### src/design/cmt_pkg.sv
// Shared types and constants for the Carmichael number test unit.
// No dependencies; cmt_divider, the test unit and the testbench use this package.
package cmt_pkg;

  // Divider operand width and divisor counter width
  localparam int DIV_W = 32;
  localparam int I_W   = 16;

  // Trial division starts at the smallest prime
  localparam logic [DIV_W-1:0] FIRST_DIVISOR = 32'd2;

  // Request from the sequencer to the shared divider
  typedef struct packed {
    logic             start;
    logic [DIV_W-1:0] dividend;
    logic [DIV_W-1:0] divisor;
  } div_req_t;

  // Response from the shared divider
  typedef struct packed {
    logic             done;
    logic [DIV_W-1:0] quot;
    logic [DIV_W-1:0] rem;
  } div_rsp_t;

endpackage

### src/design/cmt_in_if.sv
// Input channel of the Carmichael number test unit: valid, ready, value.
// Depends on nothing.
interface cmt_in_if;
  logic               valid;
  logic               ready;
  logic signed [31:0] value;

  modport source (output valid, output value, input ready);
  modport sink (input valid, input value, output ready);
endinterface

### src/design/cmt_out_if.sv
// Result channel of the Carmichael number test unit: valid, ready, flag.
// Depends on nothing.
interface cmt_out_if;
  logic valid;
  logic ready;
  logic flag;

  modport source (output valid, output flag, input ready);
  modport sink (input valid, input flag, output ready);
endinterface

### src/design/cmt_divider.sv
// Shared restoring divider: one quotient bit per cycle, unsigned operands.
// Depends on cmt_pkg for the request and response structs.
module cmt_divider import cmt_pkg::*; (
  input  logic     clk,
  input  logic     rst,
  input  div_req_t req,
  output div_rsp_t rsp
);

  localparam int CNT_W = $clog2(DIV_W);

  logic             busy;
  logic             done;
  logic [CNT_W-1:0] cnt;
  logic [DIV_W-1:0] quo;
  logic [DIV_W-1:0] rem;
  logic [DIV_W-1:0] dvs;
  logic [DIV_W:0]   trial;
  logic [DIV_W:0]   diff;

  // Shift in the next dividend bit and try the subtraction
  always_comb begin
    trial = {rem, quo[DIV_W-1]};
    diff  = trial - {1'b0, dvs};
  end

  // Count steps and flag the finished quotient
  always_ff @(posedge clk) begin
    if (rst) begin
      busy <= 1'b0;
      done <= 1'b0;
      cnt  <= '0;
    end else begin
      done <= 1'b0;
      if (req.start) begin
        busy <= 1'b1;
        cnt  <= '0;
      end else if (busy) begin
        cnt <= cnt + 1'b1;
        if (cnt == CNT_W'(DIV_W - 1)) begin
          busy <= 1'b0;
          done <= 1'b1;
        end
      end
    end
  end

  // Load operands, then restore or keep the partial remainder each step
  always_ff @(posedge clk) begin
    if (req.start) begin
      quo <= req.dividend;
      rem <= '0;
      dvs <= req.divisor;
    end else if (busy) begin
      if (!diff[DIV_W]) begin
        rem <= diff[DIV_W-1:0];
      end else begin
        rem <= trial[DIV_W-1:0];
      end
      quo <= {quo[DIV_W-2:0], ~diff[DIV_W]};
    end
  end

  assign rsp.done = done;
  assign rsp.quot = quo;
  assign rsp.rem  = rem;

  a_start_idle: assert property (@(posedge clk) disable iff (rst)
    req.start |-> !busy)
    else $error("divider started while busy");

  a_done_idle: assert property (@(posedge clk) disable iff (rst)
    done |-> !busy)
    else $error("divider done while still busy");

  a_rem_below: assert property (@(posedge clk) disable iff (rst)
    done |-> (rem < dvs))
    else $error("divider remainder not below divisor");

endmodule

### src/design/carmichael_number_test_unit.sv
// Carmichael number test unit: one signed 32-bit word in, one flag word out.
// Each word is tested by Korselt's criterion with trial division on a single
// shared 32-step divider. Each divide runs through the start request, the
// operand load, 32 quotient steps and the cycle that sees done. Primes near
// 2^31, and other values with no factor below about 46341, take the longest.
// Negative values, 0 and 1 skip the divider. The input is ready only while
// no item is in progress; a finished flag waits in the output register until
// taken.
// Depends on cmt_pkg, cmt_in_if, cmt_out_if and cmt_divider.
module carmichael_number_test_unit import cmt_pkg::*; (
  input  logic      clk,
  input  logic      rst,
  cmt_in_if.sink    item,
  cmt_out_if.source result
);

  typedef enum logic [5:0] {
    S_IDLE   = 6'b000001,
    S_DIVK   = 6'b000010,
    S_DIVQ   = 6'b000100,
    S_DIVN   = 6'b001000,
    S_DIVE   = 6'b010000,
    S_RESULT = 6'b100000
  } state_t;

  state_t           state;
  logic [DIV_W-1:0] n;
  logic [DIV_W-1:0] nm1;
  logic [DIV_W-1:0] k;
  logic [I_W-1:0]   i;
  logic             res;
  logic             out_valid;
  logic             out_bit;
  div_req_t         req;
  div_rsp_t         rsp;
  logic             accept;
  logic [DIV_W-1:0] raw;
  logic [DIV_W-1:0] i_ext;
  logic [DIV_W-1:0] i_inc;
  logic             start_next;
  logic             load_out;

  cmt_divider u_div (
    .clk (clk),
    .rst (rst),
    .req (req),
    .rsp (rsp)
  );

  assign item.ready = (state == S_IDLE);
  assign accept     = item.valid && item.ready;
  assign raw        = DIV_W'(item.value);
  assign i_ext      = DIV_W'(i);
  assign i_inc      = DIV_W'(i) + DIV_W'(1);
  assign load_out   = (state == S_RESULT) && (!out_valid || result.ready);

  assign result.valid = out_valid;
  assign result.flag  = out_bit;

  // Decide whether the sequencer issues a divide at this edge
  always_comb begin
    start_next = 1'b0;
    unique case (state)
      S_IDLE: start_next = accept && !raw[DIV_W-1] && (raw >= FIRST_DIVISOR);
      S_DIVK: start_next = rsp.done && !((i_ext > rsp.quot) && (k == n));
      S_DIVQ: start_next = rsp.done && (rsp.rem != '0);
      S_DIVN: start_next = rsp.done && (rsp.rem == '0);
      default: start_next = 1'b0;
    endcase
  end

  // Sequence the trial division over the shared divider
  always_ff @(posedge clk) begin
    if (rst) begin
      state     <= S_IDLE;
      req.start <= 1'b0;
    end else begin
      req.start <= start_next;
      unique case (state)
        S_IDLE: begin
          if (accept) begin
            n   <= raw;
            nm1 <= raw - DIV_W'(1);
            k   <= raw;
            i   <= I_W'(FIRST_DIVISOR);
            if (raw[DIV_W-1] || raw < FIRST_DIVISOR) begin
              res   <= 1'b0;
              state <= S_RESULT;
            end else begin
              req.dividend <= raw;
              req.divisor  <= FIRST_DIVISOR;
              state        <= S_DIVK;
            end
          end
        end
        S_DIVK: begin
          if (rsp.done) begin
            priority if (i_ext > rsp.quot) begin
              // Walk ended: k is the last prime factor
              if (k == n) begin
                res   <= 1'b0;
                state <= S_RESULT;
              end else begin
                req.dividend <= nm1;
                req.divisor  <= k - DIV_W'(1);
                state        <= S_DIVE;
              end
            end else if (rsp.rem == '0) begin
              // Factor found: drop it from k, then check its square
              k            <= rsp.quot;
              req.dividend <= rsp.quot;
              req.divisor  <= i_ext;
              state        <= S_DIVQ;
            end else begin
              // Advance to the next candidate
              i            <= i + 1'b1;
              req.dividend <= k;
              req.divisor  <= i_inc;
            end
          end
        end
        S_DIVQ: begin
          if (rsp.done) begin
            if (rsp.rem == '0) begin
              res   <= 1'b0;
              state <= S_RESULT;
            end else begin
              req.dividend <= nm1;
              req.divisor  <= i_ext - DIV_W'(1);
              state        <= S_DIVN;
            end
          end
        end
        S_DIVN: begin
          if (rsp.done) begin
            if (rsp.rem != '0) begin
              res   <= 1'b0;
              state <= S_RESULT;
            end else begin
              req.dividend <= k;
              req.divisor  <= i_ext;
              state        <= S_DIVK;
            end
          end
        end
        S_DIVE: begin
          if (rsp.done) begin
            res   <= (rsp.rem == '0);
            state <= S_RESULT;
          end
        end
        S_RESULT: begin
          // Hold until the output register is free
          if (load_out) begin
            state <= S_IDLE;
          end
        end
        default: state <= S_IDLE;
      endcase
    end
  end

  // Load a finished flag, or drop the word once taken
  always_ff @(posedge clk) begin
    if (rst) begin
      out_valid <= 1'b0;
    end else if (load_out) begin
      out_valid <= 1'b1;
      out_bit   <= res;
    end else if (result.ready) begin
      out_valid <= 1'b0;
    end
  end

  a_neg_reject: assert property (@(posedge clk) disable iff (rst)
    (accept && item.value[31]) |=> (state == S_RESULT && !res))
    else $error("negative word not rejected at once");

  a_done_waiting: assert property (@(posedge clk) disable iff (rst)
    rsp.done |-> (state == S_DIVK || state == S_DIVQ || state == S_DIVN ||
                  state == S_DIVE))
    else $error("divider result arrived with no divide pending");

  a_divisor_min: assert property (@(posedge clk) disable iff (rst)
    (state == S_DIVK || state == S_DIVQ || state == S_DIVN) |-> (i >= I_W'(2)))
    else $error("trial divisor below two");

endmodule

### src/flat_wrapper.sv
// flat-port wrapper written by rule: the top's interface ports become plain ports
module carmichael_number_test_unit_flat import cmt_pkg::*;
  (clk, rst, item_valid, item_value, item_ready, result_valid, result_flag, result_ready);
  cmt_in_if item_i ();
  cmt_out_if result_i ();
  input  logic clk;
  input  logic rst;
  input wire logic [$bits(item_i.valid)-1:0] item_valid;
  input wire logic [$bits(item_i.value)-1:0] item_value;
  output wire logic [$bits(item_i.ready)-1:0] item_ready;
  output wire logic [$bits(result_i.valid)-1:0] result_valid;
  output wire logic [$bits(result_i.flag)-1:0] result_flag;
  input wire logic [$bits(result_i.ready)-1:0] result_ready;
  assign item_i.valid = item_valid;
  assign item_i.value = item_value;
  assign item_ready = item_i.ready;
  assign result_valid = result_i.valid;
  assign result_flag = result_i.flag;
  assign result_i.ready = result_ready;
  carmichael_number_test_unit u_core (.clk(clk), .rst(rst), .item(item_i), .result(result_i));
endmodule
### config.mk
export PLATFORM = sky130hd
export DESIGN_NAME = carmichael_number_test_unit_flat
export DESIGN_NICKNAME = d
export VERILOG_FILES = /design/src/design/cmt_pkg.sv /design/src/design/cmt_in_if.sv /design/src/design/cmt_out_if.sv /design/src/design/cmt_divider.sv /design/src/design/carmichael_number_test_unit.sv /design/src/flat_wrapper.sv
export SDC_FILE = /design/constraint.sdc
export NUM_CORES = 1
export LEC_CHECK = 0
export CORE_ASPECT_RATIO = 1.5
export CORE_MARGIN = 5
export CORE_UTILIZATION = 45
export CTS_BUF_LIST = sky130_fd_sc_hd__clkbuf_16
export CTS_CLUSTER_SIZE = 28
export DETAILED_ROUTE_END_ITERATION = 6
export DONT_BUFFER_PORTS = 1
export GPL_TIMING_DRIVEN = 0
export RECOVER_POWER = 25
export SETUP_SLACK_MARGIN = 0.1
export SLEW_MARGIN = 10
export SYNTH_ARGS = -nofsm -noshare
export SYNTH_HDL_FRONTEND = slang
export SYNTH_SLANG_ARGS = --single-unit
### constraint.sdc
create_clock -name clk -period 33.3 [get_ports clk]
set_input_delay 1.665 -clock clk [delete_from_list [all_inputs] [get_ports clk]]
set_output_delay 1.665 -clock clk [all_outputs]
set_load 0.01 [all_outputs]
==> results of run 1 <==
## sequential cells by signal (all words and copies together) (netlist names)
signal               flops
u_core.u_div.done        1
u_core.k                32
u_core.i                16
u_core.state             6
u_core.u_div.quo        32
u_core.u_div.rem        32
u_core.result.valid      1
u_core.u_div.cnt         5
u_core.result.flag       1
u_core.res               1
u_core.nm1              32
u_core.u_div.dvs        32
u_core.req              65
u_core.n                32
u_core.u_div.busy        1
## cell usage after synthesis (18+ instances only)
cell type	instances
a211oi_1	32
a21oi_1	61
a22oi_1	35
clkbuf_1	64
dfxtp_1	47
edfxtp_1	242
ha_1	55
inv_1	68
mux2i_1	55
nand2_1	163
nand3_1	18
nor2_1	119
nor3_1	36
nor4_1	35
o21ai_0	65
o21ai_1	70
xnor2_1	44
xor2_1	96
## final cells by class
cell class              count  area [µm²]
multi-input cells        1117        7480
well taps                 478         598
fillers                  3286       17700
inverters                  68         255
plain buffers              84         337
clock inverters            23         362
repair buffers             16         159
clock buffers              29         726
flip-flops and latches    289        8210
## worst paths after layout
| path | to | from | cells past startpoint |
|---|---|---|---|
| max | u_core.req[38]$_DFFE_PP_ | u_core.i[1]$_SDFFCE_PN1P_ | 12 |
| max reg2reg | u_core.req[38]$_DFFE_PP_ | u_core.i[1]$_SDFFCE_PN1P_ | 12 |
| min reg2reg | u_core.u_div.dvs[9]$_DFFE_PP_ | u_core.req[9]$_DFFE_PP_ | 0 |
| min | u_core.u_div.dvs[9]$_DFFE_PP_ | u_core.req[9]$_DFFE_PP_ | 0 |
## power by group through the flow
stage	combinational, mW	sequential [mW]	clock [mW]
6_report	0.436	0.524	0.375
5_1_grt	0.479	0.530	0.395
4_1_cts	0.437	0.523	0.380
3_5_place_dp	0.435	0.530	0
3_3_place_gp	0.417	0.542	0
2_1_floorplan	0.321	0.518	0
## through the flow
stage | worst slack [ns] | hold slack (ns) | utilization
after global placement | 12.96 | 0.401 | 0.470
after CTS | 28.84 | 0.417 | 0.506
final | 28.82 | 0.416 | 0.506
after detailed placement | 28.40 | 0.405 | 0.476
after floorplan | 19.94 | 0.400 | -
after global routing | 28.58 | 0.423 | 0.506
## per-layer routing
metal  up-vias  track usage  share of wire
li1       5816            -              -
met1      5955        0.265           0.38
met2       342        0.417           0.53
met3        92       0.0261          0.040
met4         0       0.0955          0.043
met5         -            0              0
## logic make-up (layout without fill, tap and decap cells)
group | Yosys count | after routing | synth area share
fa+ha+maj | 56 | 56 | 0.0436
xor+xnor | 141 | 141 | 0.0771
simple gates | 489 | 489 | 0.151
compound gates | 357 | 357 | 0.140
buf+inv | 152 | 220 | 0.0365
mux | 74 | 74 | 0.0470
flops | 289 | 289 | 0.505
## worst max-delay path, stage by stage, from the launching register on
cell	delay, ns
edfxtp_1	0.52
ha_1	0.34
nor2b_1	0.13
o21a_1	0.16
o21ai_1	0.12
a21oi_1	0.09
o31a_1	0.31
o211ai_1	0.57
nor3_1	0.19
a2111oi_2	0.89
buf_2	0.37
buf_2	0.25
buf_2	0.22
==> flow_summary.yaml, run 1 <==
clock_network:
  cts.repair.resized: 0
  worstSkewPairLatency_ns: 0.59
  clock_tree.htree_level_count: 1
  cts_inserted_buffers: 29
  post_cts_buffers: 0
  hold_buffers: 0
  numClockSinks: 289
  ctsLongestPathBuffers: 3
  clock_tree.root_cell: "clkbuf_16"
  cts_tree: "yes"
  cts.reportedPaths.clkPinSlew_ns: 0.06
final_layout:
  final_area_um2: 18100
  layout.cells.most_common_list: "edfxtp_1, nand2_1, nor2_1"
  final_nets: 1697
  drive_gt1_frac: 0.0726
  antenna_cells: 0
  synthToLayoutAreaGrowth_pct: 11.5
  mostFrequentLayoutCell: "edfxtp_1"
  layoutNonFillerInstCount: 2104
placed_design:
  number_of_buffers_added_on_ports: 0
  finalWeightedCongestion: 0.915
  dp.cells: 2052
  placed_area_um2: 17100
  hpwlAfterDp_mm: 34.8
job:
  cap_viol_max_count: 0
pwr:
  internal_power_uw: 873
  irDropWorstVdd_v: 0.0000563
  combPwrFrac: 0.327
  totalPowerFinal_mw: 1.34
  share_clk_of_total_power: 0.281
  power-per-cell-area_nw_per_um2: 73.7
  power_switching_share: 0.346
  static-leakage-power_nw: 6.53
  total_switching_power_uw: 462
  power_frac_seq: 0.392
synth:
  ys_async_sr_fraction: 0
  synthesis.yosys.warnings: 0
  netlist_instances: 1558
  mappedNetlistArea_um2: 16300
  synth_top_flop_cell: "edfxtp_1"
  synth_seq_area_share: 0.505
  postSynthRegisterBits: 289
  ys_top_cells_by_area: "edfxtp_1, dfxtp_1, xor2_1"
  mappedNetlistNets: 1650
  yosysUniqueCellTypes: 85
  post-synth-top-area-fraction: 0.447
  synth_top_area_cell: "edfxtp_1"
  syn-mean-instance-area_um2: 10.4
  synth_edf_count: 242
floorplan:
  floorplan.core_area_um2: 35800
  die_w_um: 165
  dieHeight_um: 243
  dieArea_um2: 40100
  top_level_ports: 39
  initial_utilization: 0.453
  rows: 85
grt:
  global_route.overflow_total: 0
  grt_first_pass_wirelength_mm: 71.3
  grt_util_all_layers: 0.228
  grt_start_max_net_pins: 29
  vias_in_the_first_global_route: 12522
  antenna_found_initial: 0
detailed_routing:
  wirelength_mm: 45.7
  post_drt_via_cell_ratio: 5.80
  routedWlPerCell_um: 21.7
  vias: 12205
  detailedRoute.firstPassIterationCount: 6
  drc_errors: 0
  detail_route.iter0.violations: 775
  ant_nets: 0
sta:
  finalHoldViolations: 0
  worst_pin_slew_ns: 1.26
  period_utilization: 0.134
  setup_tns_ns: 0
  final_setup_fails: 0
  fmax_ghz: 0.223
  unrepaired_setup_endpoints_after_global_routing: "no"
  timing.clock.skew_ns: 0.0320
  maxSlewHeadroom: 0.161
  final_slew_viol_count: 0
  finalWorstPathRequiredPeriod_ns: 4.48
critical_path:
  data_arrival_at_the_endpoint_of_the_critical_path_ns: 4.75
  critical_path_peak_fanout: 8
  setup.worst_path.end_class: "flop"
  timing.critical_path.from_type: "flop"
  setup.reg_to_reg.worst_slack_ns: 28.82
  critical_path_class: "reg -> reg"
  critical_path_required_ns: 33.57
min_path:
  timing.hold.worst.class: "reg -> reg"
status:
  run_status: "completed"
No activity file was read; power rests on OpenSTA's default activity.
==> inputs of run 2 (changes only) <==
- ABC_AREA: not set -> 1
- clock period: 33.3 -> 4.14 ns (I/O delays scaled with it)
==> run 2 against run 1 <==
Compared with the run above:
- the flow now finishes with violations (capacitance limit, slew limit)
- clock power grew to 6.9 times the previous value
- first-iteration DRC count up 36%
- sequential share of layout area decreased by 3.0 points
- synthesized cell count increased by 39%
- largest power group unchanged
- critical path type unchanged
- total power rose to 6.0 times the previous value
- wire length rose by 12%
- sequential power rose to 7.3 times the previous value
- critical path depth is 7 lower
- critical endpoint is now u_core.u_div.quo[23]$_DFFE_PP_
- register-to-register slack got worse by 28 ns
- setup slack got worse by 28 ns
- via count is 21% higher
- combinational power rose to 3.6 times the previous value
==> flow_summary.yaml, run 2 <==
status:
  run_status: "complete, but fails checks"
  violations: "capacitance limit, slew limit"
final_layout:
  final_nets: 2334
  regMostFlops: "u_core.req"
  nFillCells: 3668
  synthToLayoutAreaGrowth_pct: 12.1
  antenna_cells: 0
  largest_register_ffs: 65
  drive_gt1_frac: 0.0591
  mostFrequentLayoutCell: "nand2_1"
  finish.utilization: 0.508
  layout.cells.most_common_list: "nand2_1, inv_1, edfxtp_1"
sta:
  finalWorstPathRequiredPeriod_ns: 3.52
  worst_pin_slew_ns: 1.96
  timing.clock.skew_ns: 0.0229
  final_setup_fails: 0
  finalHoldViolations: 0
  period_utilization: 0.850
  setup_tns_ns: 0
  unrepaired_setup_endpoints_after_global_routing: "no"
  maxSlewHeadroom: -0.305
  final_slew_viol_count: 36
  fmax_ghz: 0.284
floorplan:
  floorplan.core_area_um2: 38200
  die_w_um: 170
  rows: 88
  dieHeight_um: 250
  dieArea_um2: 42500
  top_level_ports: 39
  initial_utilization: 0.453
detailed_routing:
  wirelength_mm: 51.0
  post_drt_via_cell_ratio: 5.36
  routedWlPerCell_um: 18.5
  detail_route.iter0.violations: 1055
  detailedRoute.firstPassIterationCount: 6
  drc_errors: 0
  ant_nets: 0
  vias: 14792
synth:
  synthesis.yosys.warnings: 0
  ys_top_cells_by_area: "edfxtp_1, nand2_1, inv_1"
  postSynthRegisterBits: 289
  synth_edf_count: 242
  netlist_instances: 2162
  syn-mean-instance-area_um2: 8.00
  mappedNetlistArea_um2: 17300
  synth_top_flop_cell: "edfxtp_1"
  post-synth-top-area-fraction: 0.420
  mappedNetlistNets: 2254
  synth_top_area_cell: "edfxtp_1"
  netlist_top_cells_count: "nand2_1, inv_1, edfxtp_1, nor2_1, o21ai_0"
  yosysUniqueCellTypes: 50
  synth_seq_area_share: 0.474
  synthMostInstantiatedCell: "nand2_1"
  ys_async_sr_fraction: 0
clock_network:
  worstSkewPairLatency_ns: 0.58
  numClockSinks: 289
  cts_tree: "yes"
  clock_tree.htree_level_count: 1
  cts.reportedPaths.clkPinSlew_ns: 0.06
  clock_tree.root_cell: "clkbuf_16"
  cts.repair.resized: 0
  cts_inserted_buffers: 30
  ctsLongestPathBuffers: 3
critical_path:
  worst_path_dominant_cell_family: "buffers and inverters"
  critical_path_class: "reg -> reg"
  setup.reg_to_reg.worst_slack_ns: 0.62
  worstPathCellList: "clkbuf_1 > clkbuf_1 > clkbuf_1 > nand2_1 > o21ai_0"
  timing.critical_path.from_type: "flop"
  worst_r2r_startpoint: "u_core.req[64]$_SDFF_PP0_"
  setup.worst_path.end_class: "flop"
  worst-r2r-cell-count: 5
  critical_path_peak_fanout: 35
  critical_path_required_ns: 4.54
  path_common_cell: "clkbuf_1"
  slowest_stage: "clkbuf_1"
  data_arrival_at_the_endpoint_of_the_critical_path_ns: 3.92
  crit_buf_inv: 3
  worst_path_largest_cell_delay_ns: 1.42
  critical_r2r_capture: "u_core.u_div.quo[23]$_DFFE_PP_"
grt:
  grt_util_all_layers: 0.234
  grt_first_pass_wirelength_mm: 78.5
  grt_start_max_net_pins: 36
  antenna_found_initial: 0
  global_route.overflow_total: 0
  vias_in_the_first_global_route: 14645
placed_design:
  number_of_buffers_added_on_ports: 0
  finalWeightedCongestion: 0.976
  hpwlAfterDp_mm: 39.3
min_path:
  min_from: "item_value[4]"
  timing.hold.worst.class: "in -> reg"
  timing.hold.worst_path_depth: 3
  worstHoldEndpoint: "u_core.nm1[5]$_DFFE_PP_"
pwr:
  static-leakage-power_nw: 8.33
  power-per-cell-area_nw_per_um2: 412
  irDropWorstVdd_v: 0.000380
job:
  cap_viol_max_count: 1
==> run 2: cell count changes after synthesis, sizes merged, moves of 33 or more <==
cell,before,now
a22oi,35,2
nand4,16,70
mux2i,55,0
clkbuf,64,29
nor2,120,214
xor2,96,58
nand3,18,105
inv,68,283
nand2,165,687
==> run 2: repair_timing <==
action                    4_1_cts  5_1_grt
buffers inserted                0        0
hold endpoints to repair      137        0
hold buffers                   36        0
==> run 2: final cells by class <==
| cell class | instances | area [µm²] | share of cell area |
|---|---|---|---|
| clock inverters | 24 | 141 | 0.00729 |
| plain buffers | 58 | 310 | 0.0160 |
| flip-flops and latches | 289 | 8210 | 0.423 |
| inverters | 284 | 1070 | 0.0550 |
| repair buffers | 48 | 529 | 0.0273 |
| well taps | 495 | 619 | 0.0319 |
| multi-input cells | 1531 | 7720 | 0.398 |
| clock buffers | 32 | 801 | 0.0413 |
==> run 2: power breakdown <==
part / switching (mW) / internal [mW] / total (mW)
sequential: 0.215 / 3.60 / 3.81
clock: 1.15 / 1.45 / 2.60
combinational: 1.10 / 0.482 / 1.58
==> run 2: worst max path at each step <==
stage,slack [ns],end,from,cells past startpoint
finish,0.62,u_core.u_div.quo[23]$_DFFE_PP_,u_core.req[64]$_SDFF_PP0_,5
global route,0.38,u_core.u_div.quo[22]$_DFFE_PP_,u_core.req[64]$_SDFF_PP0_,5
global placement,-1.41,u_core.req[55]$_DFFE_PP_,u_core.i[11]$_SDFFCE_PN0P_,9
floorplan,0.14,u_core.req[0]$_DFFE_PP_,u_core.i[11]$_SDFFCE_PN0P_,8
CTS,0.74,u_core.i[10]$_SDFFCE_PN0P_,u_core.i[11]$_SDFFCE_PN0P_,11
detailed placement,0.75,u_core.i[10]$_SDFFCE_PN0P_,u_core.i[11]$_SDFFCE_PN0P_,11
==> run 2: logic make-up (layout without fill, tap and decap cells) <==
group / Yosys count / count (layout) / share of synthesized area
flops: 289 / 289 / 0.474
compound gates: 244 / 244 / 0.0765
xor+xnor: 88 / 88 / 0.0446
buf+inv: 342 / 446 / 0.0796
simple gates: 1143 / 1143 / 0.284
fa+ha+maj: 56 / 56 / 0.0409
==> run 2: routing by layer <==
metal | vias up | global-route usage | share of wire
met5 | - | 0 | 0
met4 | 0 | 0.134 | 0.066
met3 | 152 | 0.0251 | 0.045
met2 | 467 | 0.430 | 0.52
met1 | 6880 | 0.258 | 0.37
li1 | 7293 | - | -
==> run 2: per-stage QoR <==
step | instances | worst slack, ns | total power [mW] | hold slack, ns | instance area (µm²)
after global routing | 2761 | 0.383 | 8.37 | 0.0260 | 19400
after detailed placement | 2669 | 0.748 | 5.39 | 0.306 | 18100
final | 2761 | 0.622 | 7.99 | 0.0400 | 19400
after global placement | 2657 | -1.41 | 5.31 | 0.306 | 17900
after floorplan | 2162 | 0.143 | 4.85 | 0.306 | 17300
after CTS | 2761 | 0.741 | 8.06 | 0.00518 | 19400
==> run 2: worst min-delay path: stages <==
cell and delay (ns):
nor2_1 0.02, nand3_1 0.14, xnor2_1 0.13
